<file path="config.mk">
export PLATFORM = sky130hd
export DESIGN_NAME = pgu_isqrt
export DESIGN_NICKNAME = d
export VERILOG_FILES = /design/src/hdl/pgu_pkg.sv /design/src/hdl/pgu_isqrt.sv
export SDC_FILE = /design/constraint.sdc
export NUM_CORES = 2
export LEC_CHECK = 0
export ABC_AREA = 1
export BUFFER_PORTS_ARGS = -buffer_cell sky130_fd_sc_hd__buf_2
export CAP_MARGIN = 30
export CELL_PAD_IN_SITES_DETAIL_PLACEMENT = 0
export CELL_PAD_IN_SITES_GLOBAL_PLACEMENT = 1
export CORE_ASPECT_RATIO = 1.1
export CORE_MARGIN = 8
export CORE_UTILIZATION = 48
export DETAILED_ROUTE_END_ITERATION = 8
export PLACE_DENSITY = 0.9
export SKIP_LAST_GASP = 1
export SYNTH_ARGS = -nofsm -noshare
export SYNTH_HDL_FRONTEND = slang
export SYNTH_SLANG_ARGS = --single-unit
</file>
<file path="constraint.sdc">
create_clock -name clk -period 14 [get_ports clk]
set_input_delay 0.7 -clock clk [delete_from_list [all_inputs] [get_ports clk]]
set_output_delay 0.7 -clock clk [all_outputs]
set_load 0.05 [all_outputs]
</file>
<file path="src/hdl/pgu_pkg.sv">
`timescale 1ns / 1ps
`default_nettype none
// ----------------------------------------------------------------------------
// pgu_pkg
// shared types, constants and helpers of the particle update pipeline
// ----------------------------------------------------------------------------
package pgu_pkg;

    typedef enum logic [1:0] {
        ST_INACTIVE = 2'd0,
        ST_EXPIRED  = 2'd1,
        ST_ALIVE    = 2'd2
    } status_t;

    localparam logic [1:0] CFG_CAMERA_X = 2'd0;
    localparam logic [1:0] CFG_CAMERA_Y = 2'd1;
    localparam logic [1:0] CFG_CAMERA_Z = 2'd2;

    // 4.905 in Q16.16
    localparam logic [18:0] HALF_GRAVITY = 19'd321454;
    localparam logic [7:0]  COLOR_FADE   = 8'd10;

    localparam int SQRT_STAGES = 8;
    localparam int SQRT_STEPS  = 4;

    typedef struct packed {
        status_t            status;
        logic signed [31:0] life;
        logic signed [31:0] pos_x;
        logic signed [31:0] pos_y;
        logic signed [31:0] pos_z;
        logic signed [31:0] vel_x;
        logic signed [31:0] vel_y;
        logic signed [31:0] vel_z;
        logic [7:0]         green;
        logic [7:0]         blue;
    } rec_t;

    function automatic logic signed [31:0] sat32(input logic signed [34:0] v);
        logic signed [31:0] r;
        if (v > 35'sd2147483647)
            r = 32'sh7FFFFFFF;
        else if (v < -35'sd2147483648)
            r = 32'sh80000000;
        else
            r = v[31:0];
        return r;
    endfunction

    function automatic logic [7:0] fade(input logic [7:0] c);
        return (c < COLOR_FADE) ? 8'd0 : c - COLOR_FADE;
    endfunction

endpackage
`default_nettype wire

</file>
<file path="src/hdl/pgu_isqrt.sv">
`timescale 1ns / 1ps
`default_nettype none
// ----------------------------------------------------------------------------
// pgu_isqrt
// pipelined truncating square root of a 64 bit value, four result bits a stage
// ----------------------------------------------------------------------------
module pgu_isqrt (
    input  wire logic        clk,
    input  wire logic        en,
    input  wire logic [63:0] x,
    output logic      [31:0] root
);

    typedef struct packed {
        logic [33:0] rem;
        logic [31:0] root;
        logic [63:0] xs;
    } sq_t;

    sq_t stage_reg  [pgu_pkg::SQRT_STAGES];
    sq_t stage_next [pgu_pkg::SQRT_STAGES];

    function automatic sq_t steps(input sq_t s);
        sq_t         o;
        logic [35:0] r;
        logic [35:0] t;
        o = s;
        for (int k = 0; k < pgu_pkg::SQRT_STEPS; k++)
        begin
            r = {o.rem, o.xs[63:62]};
            t = {2'b00, o.root, 2'b01};
            if (r >= t)
            begin
                o.rem  = 34'(r - t);
                o.root = {o.root[30:0], 1'b1};
            end
            else
            begin
                o.rem  = r[33:0];
                o.root = {o.root[30:0], 1'b0};
            end
            o.xs = {o.xs[61:0], 2'b00};
        end
        return o;
    endfunction

    always_comb
    begin
        sq_t s0;
        s0.rem  = '0;
        s0.root = '0;
        s0.xs   = x;
        stage_next[0] = steps(s0);
        for (int i = 1; i < pgu_pkg::SQRT_STAGES; i++)
            stage_next[i] = steps(stage_reg[i-1]);
    end

    // payload only, reset not needed
    always_ff @(posedge clk)
    begin
        if (en)
            for (int i = 0; i < pgu_pkg::SQRT_STAGES; i++)
                stage_reg[i] <= stage_next[i];
    end

    assign root = stage_reg[pgu_pkg::SQRT_STAGES-1].root;

endmodule
`default_nettype wire
</file>
==> summary.txt <==
Setup path
  • Reg2Reg Depth: 50
  • Startpoint types: flip-flop
  • Setup slack, reg-to-reg: 1460 ps
  • WP depth: 50
  • Critical Path Start: stage_reg[1][72]
  • Largest delay contributor family on the critical path: compound AO/OA/AOI/OAI gates
  • WP buf/inv: 12
  • CP max stage delay: 850 ps
  • CP max-delay cell: o21ai_0
  • Most common cell type on the critical path: inv_1
  • Worst r2r src: stage_reg[1][72]
  • Critical R2R Capture: stage_reg[1][242]
  • WS Path Type: flip-flop to flip-flop
  • CP Data Required Time: 14470 ps
  • Critical path endpoint: stage_reg[1][242]
  • Worst Path Arrival: 13010 ps
  • Setup crit end kind: flip-flop
  • Max Fanout on Critical Path: 33

Place
  • Place WS: 1800 ps
  • Post-DP HPWL: 249000 um
  • PortBufs: 97
  • GPL Wtd Cong: 1.06
  • Area post-placement: 0.0790 mm2

STA
  • Headroom to the max-slew limit: 34.2%
  • Worst Skew: 46.8 ps
  • Crit path time final: 12540 ps
  • Final period utilization: 89.6%
  • Worst Max-Slew Pin Slew: 987 ps
  • Final Hold Fails: 0
  • RSZ-0062 raised after global routing: false
  • Final Max Tran Viols: 0
  • Fin Setup TNS: 0 ps
  • Max Fclk: 79.8 MHz
  • Final worst setup slack: 1460 ps
  • Final setup vio count: 0

Clock tree
  • CTS sink cnt: 606
  • CTS tree: yes
  • Setup bufs post-CTS: 0
  • Clk buf depth: 3
  • Htree depth: 3
  • Clock latency on the worst-skew pair: 740 ps
  • CTS clock-pin slew for the worst setup and hold paths: 70 ps
  • Post-cts resize count: 0
  • Hold Buf Count CTS: 0
  • Root buf cell: clkbuf_16
  • Num CTS Buffers: 78

Logic synthesis
  • Netlist cell types: 74
  • Seq/Total Area, Yosys: 23.7%
  • Synth top cells by count: nand2_1 (3837), inv_1 (1676), nor2_1 (1462)
  • Largest cells by area after synthesis: edfxtp_1 (24%), nand2_1 (19%), ha_1 (9.1%)
  • Main flop type after synthesis: edfxtp_1
  • Number of synthesized register bits: 606
  • Post-synth top area cell: edfxtp_1
  • Average size of a mapped cell: 6.25 um2
  • Post-synth ARST share: 0%
  • Area share of the largest cell type after synthesis: 23.7%
  • Number of flops mapped to enable cells by yosys: 606
  • Mapped cell area: 0.0766 mm2
  • Yosys warns: 0
  • Post-Syn Instances: 12300
  • Cell with the most instances after synthesis: nand2_1

Detailed routing
  • Final wirelength: 299000 um
  • Routed Antenna Nets: 0
  • DRT iter0 DRCs: 7676
  • Via count: 81100
  • Routed wire per std cell: 20.6 um
  • Via/cell ratio: 5.60
  • Drc violations: 0
  • DR pass1 iterations: 7

Floorplanning
  • Area of the die: 0.173 mm2
  • # IOs: 98
  • # rows: 154
  • Initial core utilization: 48.1%
  • Die X: 397 um
  • Die height: 435 um
  • Core region area: 0.159 mm2

Final layout
  • NumNets Final: 12900
  • Largest register FFs: 606
  • Fin area: 0.0817 mm2
  • Layout cells sized above 1: 6.05%
  • Util after Layout: 51.3%
  • Area delta synth->final: 6.61%

GRT
  • Grt ovf: 0
  • Initial antenna violation count: 9
  • Pin count of the biggest net entering global routing: 106
  • Total track usage: 33.0%
  • First-pass GRT wire length: 449000 um
  • Number of global-route vias before repair: 76300

Power and ir drop
  • Leakage Power: 38.4 nW
  • Peak supply drop: 0.000300 V
  • P per Cell Area: 294 mW/mm2

Min path
  • Worst Hold Class: input pin to flip-flop

Flow run
  • Max-cap violations: 0

Outcome
  • Outcome: finished clean
[where the power goes]
| group | switching, mW | internal [mW] | leakage, nW |
|---|---|---|---|
| Sequential | 0.347 | 2.67 | 5.79 |
| Combinational | 12.9 | 5.89 | 31.3 |
| Clock | 0.967 | 1.23 | 1.30 |
| Total | 14.2 | 9.80 | 38.4 |
[stage by stage]
| stage | instances | power (mW) | hold slack, ps |
|---|---|---|---|
| after floorplan | 12300 | 16.2 | 400 |
| after detailed placement | 14300 | 21.4 | 405 |
| after global placement | 14300 | 21.3 | 400 |
| after CTS | 14500 | 23.7 | 87.2 |
| after global routing | 14500 | 26.2 | 119 |
| final | 14500 | 24.0 | 133 |
[cell families after synthesis]
| group | synth area share (%) |
|---|---|
| other cells | 0.00489 |
| xor+xnor | 5.47 |
| buf+inv | 10.1 |
| flops | 23.7 |
| compound gates | 11.9 |
| simple gates | 39.5 |
| mux | 0.0392 |
| fa+ha+maj | 9.13 |
[final cells by class]
class	instances	area, um2
clock buffer	83	1970
inverter	1756	6600
multi-input combinational	9726	50700
sequential	606	18200
tap	2106	2640
fill	16600	77600
antenna	2	5.00
timing repair buffer	138	883
clock inverter	61	739
[layer usage]
layer	wire (um)	part of all wire (%)	track usage (%)	vias up
met5	7	0.0023	0	-
met4	16000	5.4	15.4	2
met3	19500	6.5	3.25	640
met2	138000	46	55.7	3054
met1	125000	42	42.5	37400
li1	-	-	-	40100
[cells in the final DEF, fill, tap and decap left out, types with 10 or more instances in the layout]
cell       netlist  final
a21o_1          33     33
inv_1         1676   1676
bufinv_16        0     10
ha_1           559    559
nand2_2         79     79
or2_2           46     46
nor2_4          37     37
o21ai_2         15     15
edfxtp_1       606    606
nand3b_1        97     97
nor3_1         161    161
a21oi_1        647    647
buf_2           29     96
clkinv_1        10     21
and2_1          11     11
xor2_1         195    195
nor2_1        1462   1460
nand3_1        825    825
xnor2_1        284    284
clkinv_4         1     10
inv_2           68     68
a31oi_1         52     52
buf_4           43     37
nand4_1        220    220
o21bai_1        36     36
o211ai_1        14     14
a21boi_0        13     13
nand2_4         11     11
clkbuf_16        0     78
nand3_2         88     88
a21oi_2         31     31
o21ai_0        662    662
nor4_1          27     27
nand2_1       3837   3837
nor2_2          71     73
o21a_1          56     56
o21ai_1         51     51
and3_1          15     15
[worst min path at each step]
stage                            startpoint  depth (start not counted)                 to
final                                 x[48]                          1   stage_reg[0][48]
after floorplan             stage_reg[0][0]                          0  stage_reg[0][130]
after CTS                             x[34]                          1   stage_reg[0][34]
after detailed placement  stage_reg[0][283]                          0  stage_reg[0][413]
after global routing                  x[34]                          1   stage_reg[0][34]
after global placement    stage_reg[0][134]                          0  stage_reg[0][264]
No activity file was read; power rests on OpenSTA's default activity.
